--- config.mk ---
export PLATFORM = sky130hd
export DESIGN_NAME = lfu_name_cache_top
export DESIGN_NICKNAME = d
export VERILOG_FILES = /design/src/sv/lnc_pkg.sv /design/src/sv/lnc_store.sv /design/src/sv/lnc_match.sv /design/src/sv/lfu_name_cache_top.sv
export SDC_FILE = /design/constraint.sdc
export NUM_CORES = 2
export LEC_CHECK = 0
export BUFFER_PORTS_ARGS = -buffer_cell sky130_fd_sc_hd__buf_4
export CORE_UTILIZATION = 56
export CTS_CLUSTER_SIZE = 25
export DETAILED_ROUTE_END_ITERATION = 8
export GPL_TIMING_DRIVEN = 1
export MAX_ROUTING_LAYER = met4
export PLACE_DENSITY = 0.75
export SLEW_MARGIN = 25
export SYNTH_ARGS = -nofsm -noshare
export SYNTH_HDL_FRONTEND = slang
export SYNTH_HIERARCHICAL = 1
export SYNTH_SLANG_ARGS = --single-unit
export TNS_END_PERCENT = 5
--- constraint.sdc ---
create_clock -name clk -period 7.2 [get_ports clk]
set_input_delay 0.72 -clock clk [delete_from_list [all_inputs] [get_ports clk]]
set_output_delay 0.72 -clock clk [all_outputs]
set_load 0.05 [all_outputs]
--- src/sv/lnc_pkg.sv ---
// ============================================================================
// lnc_pkg: shared types and constants for the LFU name cache
// Word formats, scan pipeline records and sequencer states.
// ============================================================================
package lnc_pkg;

    localparam int ENTRIES    = 16;
    localparam int COUNT_BITS = 16;
    localparam int IDX_BITS   = (ENTRIES > 1) ? $clog2(ENTRIES) : 1;
    localparam int KEY_BITS   = 64;
    localparam int ADDR_BITS  = 32;
    localparam int ERR_BITS   = 16;
    localparam int SLOT_BITS  = 4;

    typedef logic [IDX_BITS-1:0]   idx_t;
    typedef logic [COUNT_BITS-1:0] count_t;
    typedef logic [KEY_BITS-1:0]   key_t;
    typedef logic [ADDR_BITS-1:0]  addr_t;
    typedef logic [ERR_BITS-1:0]   err_t;
    typedef logic [SLOT_BITS-1:0]  slot_t;

    localparam idx_t   LAST_IDX  = idx_t'(ENTRIES - 1);
    localparam count_t COUNT_MAX = '1;

    typedef enum logic [0:0] {
        OP_LOOKUP = 1'b0,
        OP_INSERT = 1'b1
    } op_t;

    typedef enum logic [1:0] {
        ST_IDLE,
        ST_SCAN,
        ST_DRAIN,
        ST_DONE
    } state_t;

    // request word
    typedef struct packed {
        op_t   opcode;
        key_t  key;
        addr_t new_address;
        err_t  new_error;
    } req_word_t;

    // response word
    typedef struct packed {
        logic  hit;
        addr_t address;
        err_t  error_code;
        slot_t slot;
    } rsp_word_t;

    // one entry as read out of the store
    typedef struct packed {
        logic   valid;
        idx_t   idx;
        key_t   key;
        addr_t  address;
        err_t   error;
        count_t count;
    } rd_word_t;

    // store write request
    typedef struct packed {
        logic   data_we;
        logic   cnt_we;
        idx_t   idx;
        key_t   key;
        addr_t  address;
        err_t   error;
        count_t count;
    } wr_word_t;

    // accumulated scan outcome
    typedef struct packed {
        logic   found;
        idx_t   idx;
        addr_t  address;
        err_t   error;
        count_t count;
    } scan_res_t;

endpackage

--- src/sv/lnc_store.sv ---
// ============================================================================
// lnc_store: entry storage
// Key/address/error memories with a registered read port, plus use counts
// in flops cleared by reset (count zero marks a free entry).
// ============================================================================
module lnc_store (
    input  logic             clk,
    input  logic             rst_n,
    input  logic             rd_en,
    input  lnc_pkg::idx_t    rd_idx,
    input  lnc_pkg::wr_word_t wr,
    output lnc_pkg::rd_word_t rd
);
    import lnc_pkg::*;

    key_t   key_mem  [ENTRIES];
    addr_t  addr_mem [ENTRIES];
    err_t   err_mem  [ENTRIES];
    count_t cnt_reg  [ENTRIES];

    logic   rd_valid_reg;
    idx_t   rd_idx_reg;
    key_t   rd_key_reg;
    addr_t  rd_addr_reg;
    err_t   rd_err_reg;
    count_t rd_cnt_reg;

    // data memories, no reset
    always_ff @(posedge clk)
    begin
        if (wr.data_we)
        begin
            key_mem[wr.idx]  <= wr.key;
            addr_mem[wr.idx] <= wr.address;
            err_mem[wr.idx]  <= wr.error;
        end
        if (rd_en)
        begin
            rd_idx_reg  <= rd_idx;
            rd_key_reg  <= key_mem[rd_idx];
            rd_addr_reg <= addr_mem[rd_idx];
            rd_err_reg  <= err_mem[rd_idx];
            rd_cnt_reg  <= cnt_reg[rd_idx];
        end
    end

    always_ff @(posedge clk or negedge rst_n)
    begin
        if (!rst_n)
        begin
            for (int i = 0; i < ENTRIES; i++)
            begin
                cnt_reg[i] <= '0;
            end
            rd_valid_reg <= 1'b0;
        end
        else
        begin
            if (wr.cnt_we)
            begin
                cnt_reg[wr.idx] <= wr.count;
            end
            rd_valid_reg <= rd_en;
        end
    end

    assign rd.valid   = rd_valid_reg;
    assign rd.idx     = rd_idx_reg;
    assign rd.key     = rd_key_reg;
    assign rd.address = rd_addr_reg;
    assign rd.error   = rd_err_reg;
    assign rd.count   = rd_cnt_reg;

endmodule

--- src/sv/lnc_match.sv ---
// ============================================================================
// lnc_match: shared compare unit
// Sees one entry per cycle; keeps the first key match (lookup) or the
// first free / least-used entry (insert).
// ============================================================================
module lnc_match (
    input  logic              clk,
    input  logic              rst_n,
    input  logic              start,
    input  lnc_pkg::op_t      op,
    input  lnc_pkg::key_t     key,
    input  lnc_pkg::rd_word_t rd,
    output lnc_pkg::scan_res_t res
);
    import lnc_pkg::*;

    logic   found_reg;
    idx_t   idx_reg;
    addr_t  addr_reg;
    err_t   err_reg;
    count_t cnt_reg;

    logic   occupied;
    logic   key_eq;
    logic   cnt_lt;

    assign occupied = (rd.count != '0);
    assign key_eq   = (rd.key == key);
    assign cnt_lt   = (rd.count < cnt_reg) || (rd.idx == '0);

    always_ff @(posedge clk or negedge rst_n)
    begin
        if (!rst_n)
        begin
            found_reg <= 1'b0;
        end
        else if (start)
        begin
            found_reg <= 1'b0;
        end
        else if (rd.valid && !found_reg)
        begin
            if (op == OP_LOOKUP)
            begin
                found_reg <= occupied && key_eq;
            end
            else
            begin
                found_reg <= !occupied;
            end
        end
    end

    always_ff @(posedge clk)
    begin
        if (start)
        begin
            idx_reg <= '0;
        end
        else if (rd.valid && !found_reg)
        begin
            if (op == OP_LOOKUP)
            begin
                if (occupied && key_eq)
                begin
                    idx_reg  <= rd.idx;
                    addr_reg <= rd.address;
                    err_reg  <= rd.error;
                    cnt_reg  <= rd.count;
                end
            end
            else if (!occupied || cnt_lt)
            begin
                // free entry ends the search; otherwise track lowest count
                idx_reg <= rd.idx;
                cnt_reg <= rd.count;
            end
        end
    end

    assign res.found   = found_reg;
    assign res.idx     = idx_reg;
    assign res.address = addr_reg;
    assign res.error   = err_reg;
    assign res.count   = cnt_reg;

endmodule

--- src/sv/lfu_name_cache_top.sv ---
// ============================================================================
// lfu_name_cache_top: fully associative name cache with LFU replacement
// Sequencer, request/response registers and write-back of one entry.
// ============================================================================
// Usage:
//   req channel (req_valid / req_stall / req) carries one word: opcode, key,
//   new_address, new_error. Lookup returns hit, address, error code and the
//   slot hit; insert writes the first free entry, or the least-used one
//   (lowest index on ties), and returns the slot written.
//   rsp channel (rsp_valid / rsp_stall / rsp) carries one word per request.
//   Scan: the entries are read one per cycle through the store's single
//   read port and fed to a shared compare unit; a word then passes ST_DRAIN
//   and ST_DONE before it is loaded into the rsp register.
//   A new request is taken only after the last one has finished; req_stall
//   stays high while a word is being scanned.
//   A finished response sits in the rsp register; the next request is taken
//   while it waits. If the rsp register is still full when the next scan
//   ends, the block holds in its final state until rsp_stall drops.
//   Reset clears all use counts at once (all entries free) and empties the
//   rsp register; no clearing pass is needed.
// ============================================================================
module lfu_name_cache_top (
    input  logic               clk,
    input  logic               rst_n,
    input  logic               req_valid,
    output logic               req_stall,
    input  lnc_pkg::req_word_t req,
    output logic               rsp_valid,
    input  logic               rsp_stall,
    output lnc_pkg::rsp_word_t rsp
);
    import lnc_pkg::*;

    state_t    state_reg, state_next;
    idx_t      idx_reg, idx_next;
    req_word_t req_reg;
    rsp_word_t rsp_reg, rsp_next;
    logic      rsp_valid_reg, rsp_valid_next;

    logic      accept;
    logic      rd_en;
    logic      scan_start;
    logic      finish;
    logic      rsp_free;

    rd_word_t  rd;
    wr_word_t  wr;
    scan_res_t res;

    assign accept   = req_valid && !req_stall;
    assign rsp_free = !rsp_valid_reg || !rsp_stall;

    // --- sequencer: next state ---
    always_comb
    begin
        state_next = state_reg;
        idx_next   = idx_reg;
        case (state_reg)
            ST_IDLE:
            begin
                if (req_valid)
                begin
                    state_next = ST_SCAN;
                    idx_next   = '0;
                end
            end
            ST_SCAN:
            begin
                idx_next = idx_reg + 1'b1;
                if (idx_reg == LAST_IDX)
                begin
                    state_next = ST_DRAIN;
                end
            end
            ST_DRAIN:
            begin
                state_next = ST_DONE;
            end
            ST_DONE:
            begin
                if (rsp_free)
                begin
                    state_next = ST_IDLE;
                end
            end
            default:
            begin
                state_next = ST_IDLE;
            end
        endcase
    end

    // --- sequencer: outputs ---
    always_comb
    begin
        req_stall  = 1'b1;
        rd_en      = 1'b0;
        scan_start = 1'b0;
        finish     = 1'b0;
        case (state_reg)
            ST_IDLE:
            begin
                req_stall  = 1'b0;
                scan_start = req_valid;
            end
            ST_SCAN:
            begin
                rd_en = 1'b1;
            end
            ST_DRAIN:
            begin
                rd_en = 1'b0;
            end
            ST_DONE:
            begin
                finish = rsp_free;
            end
            default:
            begin
                req_stall = 1'b1;
            end
        endcase
    end

    // --- entry write-back on finish ---
    always_comb
    begin
        wr.data_we = finish && (req_reg.opcode == OP_INSERT);
        wr.cnt_we  = finish && ((req_reg.opcode == OP_INSERT) ||
                                (res.found && (res.count != COUNT_MAX)));
        wr.idx     = res.idx;
        wr.key     = req_reg.key;
        wr.address = req_reg.new_address;
        wr.error   = req_reg.new_error;
        wr.count   = (req_reg.opcode == OP_INSERT) ? count_t'(1) : res.count + 1'b1;
    end

    // --- response word ---
    always_comb
    begin
        rsp_next       = rsp_reg;
        rsp_valid_next = rsp_valid_reg && rsp_stall;
        if (finish)
        begin
            rsp_valid_next = 1'b1;
            rsp_next       = '0;
            if (req_reg.opcode == OP_INSERT)
            begin
                rsp_next.slot = slot_t'(res.idx);
            end
            else if (res.found)
            begin
                rsp_next.hit        = 1'b1;
                rsp_next.address    = res.address;
                rsp_next.error_code = res.error;
                rsp_next.slot       = slot_t'(res.idx);
            end
        end
    end

    always_ff @(posedge clk or negedge rst_n)
    begin
        if (!rst_n)
        begin
            state_reg     <= ST_IDLE;
            idx_reg       <= '0;
            rsp_valid_reg <= 1'b0;
        end
        else
        begin
            state_reg     <= state_next;
            idx_reg       <= idx_next;
            rsp_valid_reg <= rsp_valid_next;
        end
    end

    always_ff @(posedge clk)
    begin
        if (accept)
        begin
            req_reg <= req;
        end
        rsp_reg <= rsp_next;
    end

    assign rsp_valid = rsp_valid_reg;
    assign rsp       = rsp_reg;

    lnc_store u_store (
        .clk    (clk),
        .rst_n  (rst_n),
        .rd_en  (rd_en),
        .rd_idx (idx_reg),
        .wr     (wr),
        .rd     (rd)
    );

    lnc_match u_match (
        .clk   (clk),
        .rst_n (rst_n),
        .start (scan_start),
        .op    (req_reg.opcode),
        .key   (req_reg.key),
        .rd    (rd),
        .res   (res)
    );

    // --- checks ---
    a_rsp_from_done: assert property (@(posedge clk) disable iff (!rst_n)
        $rose(rsp_valid_reg) |-> $past(state_reg == ST_DONE))
        else $error("response loaded outside final state");

    a_miss_zero: assert property (@(posedge clk) disable iff (!rst_n)
        (rsp_valid_reg && !rsp_reg.hit) |-> (rsp_reg.address == '0 &&
                                             rsp_reg.error_code == '0))
        else $error("miss or insert response carries data");

    a_scan_end: assert property (@(posedge clk) disable iff (!rst_n)
        (state_reg == ST_SCAN && idx_reg == LAST_IDX) |=> (state_reg == ST_DRAIN))
        else $error("scan did not end after last entry");

    a_busy_stall: assert property (@(posedge clk) disable iff (!rst_n)
        (rd.valid || state_reg == ST_DONE) |-> req_stall)
        else $error("request taken during scan");

endmodule
==> metrics.cfg <==
[run_status]
outcome=complete, no violations

[pwr]
seqPwrFrac=0.484
p_switching_mw=10.4
intPower_mw=27.0
powerDensity_nw_per_um2=360
vdd_ir_drop_max_mv=0.374
combPwrFrac=0.209
switching_share=0.279
power_mw=37.4
cellLeakagePower_nw=35.0
power_frac_clock=0.307

[sta]
slew_violations=0
tightestPinTransition_ns=1.14
fmax_ghz=0.263
hold_viol=0
setup_violations=0
grt_setup_unrepaired=no
hold_ws_ns=0.0462
timing.final.crit_share=0.529
finClkSkew_ns=0.0452
finalWorstSetupSlack_ns=3.39
fin_crit_ns=3.81
tns_ns=0
relSlewSlack=0.241

[flow_run]
max-cap-violations=0

[finish]
drive_gt1_frac=0.275
largest_reg_flops=1024
utilization=0.638
layout_commonest_cell=edfxtp_1
final_cell_mix=edfxtp_1 (2,154), mux4_2 (463), dfrtp_1 (261)
design_area_um2=104000
final_cells=6975
regMostFlops=u_store/key_mem
reg_top3=u_store/key_mem x1024, u_store/addr_mem x512
syn2layout_area_growth_pct=12.6
nNetsFinal=4738

[synth]
synth_cell_types=61
syn_inst=4290
ys_seq_area_frac=0.773
postSynthAreaPerCell_um2=21.5
synth_top_area_cell=edfxtp_1
async_reset_ff_frac=0.109
ys.flop_type=edfxtp_1
yosysTopAreaCellShare=0.701
synth_edf_count=2154
synth_nets=4429
syn_area_um2=92300
synth_seq_cells=2423
ys_warn_count=6
synthTopCellsByArea=edfxtp_1 (70%), mux4_2 (11%), dfrtp_1 (7.2%), mux2_2 (2.7%), a22oi_1 (1.7%)

[global_route]
grt_max_degree=157
grt_use_total=0.265
grt_pass1_vias=45600
grt_pass1_wl_um=312000
antenna_found_initial=11
overflow=0

[critical_path]
crit_type=reg2reg
crit_path_start_kind=flip-flop
cp.required_ns=7.66
critPathMaxFanout=48
arrival_ns=4.27
endpoint_kind=flip-flop

[placed_design]
post-place-ws_ns=3.44
port_buffers=171
place_inst=6494
hpwlAfterDp_um=105000
dpl_cell_area_um2=96300
gp_congestion=0.816

[die]
die_x_um=408
ios=172
core_area_um2=163000
initial_core_util=0.566
rows=148
die_h_um=408
dieArea_um2=167000

[drt]
wl_per_cell_um=30.4
drt.antenna.violating_nets=0
route.detailed.drc=0
wirelength_um=212000
firstDrtPassIters=5
via_per_inst=6.42
vias=44800
drtIter0Drc=5091

[min_path]
hold_class=in2reg

[cts]
clk_path_buf_depth=3
cts.sinks=2423
cts_root_buf=clkbuf_16
cts_tree=built
cts_max_level=4
insertion_delay_ns=0.87
ctsResizeCount=0
clkTransAtPathRegs_ns=0.07
numCtsBuffers=225

[layer usage]
layer | part of all wire | up-vias | wire (um) | track usage
met2 | 0.50 | 2284 | 105000 | 0.416
met1 | 0.39 | 23900 | 82500 | 0.364
li1 | - | 18300 | - | -
met3 | 0.089 | 354 | 18900 | 0.0441
met5 | 0 | - | 0 | -
met4 | 0.026 | 0 | 5570 | 0.0774
[synth_stat cells (12+ instances only)]
library cell / instances
and2_1: 50
nand2b_1: 17
buf_2: 46
edfxtp_1: 2154
o22ai_1: 20
dfrtp_1: 265
mux2_2: 220
ha_1: 22
a22oi_1: 214
xnor2_1: 66
mux4_2: 463
inv_1: 24
a211oi_1: 21
mux2i_1: 116
mux2_1: 37
buf_1: 22
xor2_1: 12
nand2_1: 120
nor2b_1: 22
buf_4: 58
nor2_2: 12
nor2_1: 45
clkbuf_1: 92
nand3_1: 13
nand4_1: 21
a21oi_1: 36
o211ai_1: 23
[power groups by stage]
stage	registers [mW]	clock network (mW)	logic, mW
4_1_cts	18.1	11.6	7.86
2_1_floorplan	18.3	0	5.58
6_report	18.1	11.5	7.81
3_5_place_dp	18.4	0	7.77
5_1_grt	18.3	12.2	8.27
3_3_place_gp	18.3	0	7.66
[cell type report]
class                   count  area [um2]
flip-flops and latches   2423       71400
fillers                 10400       59100
multi-input cells        1614       19900
clock buffers             287        5930
repair buffers            310        2740
well taps                2175        2720
clock inverters           132        1230
inverters                  25        93.8
diodes                      9        22.5
[worst max-delay path, cell delays in order, from the launching register on]
cell	delay, ns
edfxtp_1	0.58
xnor2_1	0.32
nand4_1	0.21
nor4_1	0.82
nand3_1	0.40
nor4_4	0.29
buf_4	0.75
[logic make-up (layout without fill, tap and decap cells)]
| group | Yosys count | count (layout) | share of synthesized area |
|---|---|---|---|
| AO/OA/AOI/OAI | 338 | 338 | 0.0264 |
| XOR/XNOR | 78 | 78 | 0.00740 |
| adder cells (fa/ha/maj) | 22 | 22 | 0.00298 |
| buffers and inverters | 253 | 754 | 0.0140 |
| flip-flops | 2423 | 2423 | 0.773 |
| multiplexers | 837 | 837 | 0.157 |
| other | 0 | 9 | 0 |
| AND/OR/NAND/NOR | 339 | 339 | 0.0189 |
[path summary, 6_finish.rpt]
| check | cells after the start | endpoint | slack, ns | start |
|---|---|---|---|---|
| max | 6 | u_match/addr_reg[4]$_DFFE_PP_ | 3.39 | req_reg[98]$_DFFE_PP_ |
| min | 1 | req_reg[73]$_DFFE_PP_ | 0.05 | req[73] |
| max reg2reg | 6 | u_match/addr_reg[4]$_DFFE_PP_ | 3.39 | req_reg[98]$_DFFE_PP_ |
| min reg2reg | 0 | u_match/err_reg[15]$_DFFE_PP_ | 0.42 | u_store/rd_err_reg[15]$_DFFE_PP_ |
| max in group asynchronous | 3 | idx_reg[2]$_DFFE_PN0P_ | 5.28 | rst_n |
| min in group asynchronous | 2 | u_store/cnt_reg[248]$_DFFE_PN0P_ | 0.51 | rst_n |
[timing repair]
item,4_1_cts,5_1_grt
hold buffers,52,0
endpoints found under the hold margin,160,0
buffers inserted,0,0
(Power assumes the default switching activity.)
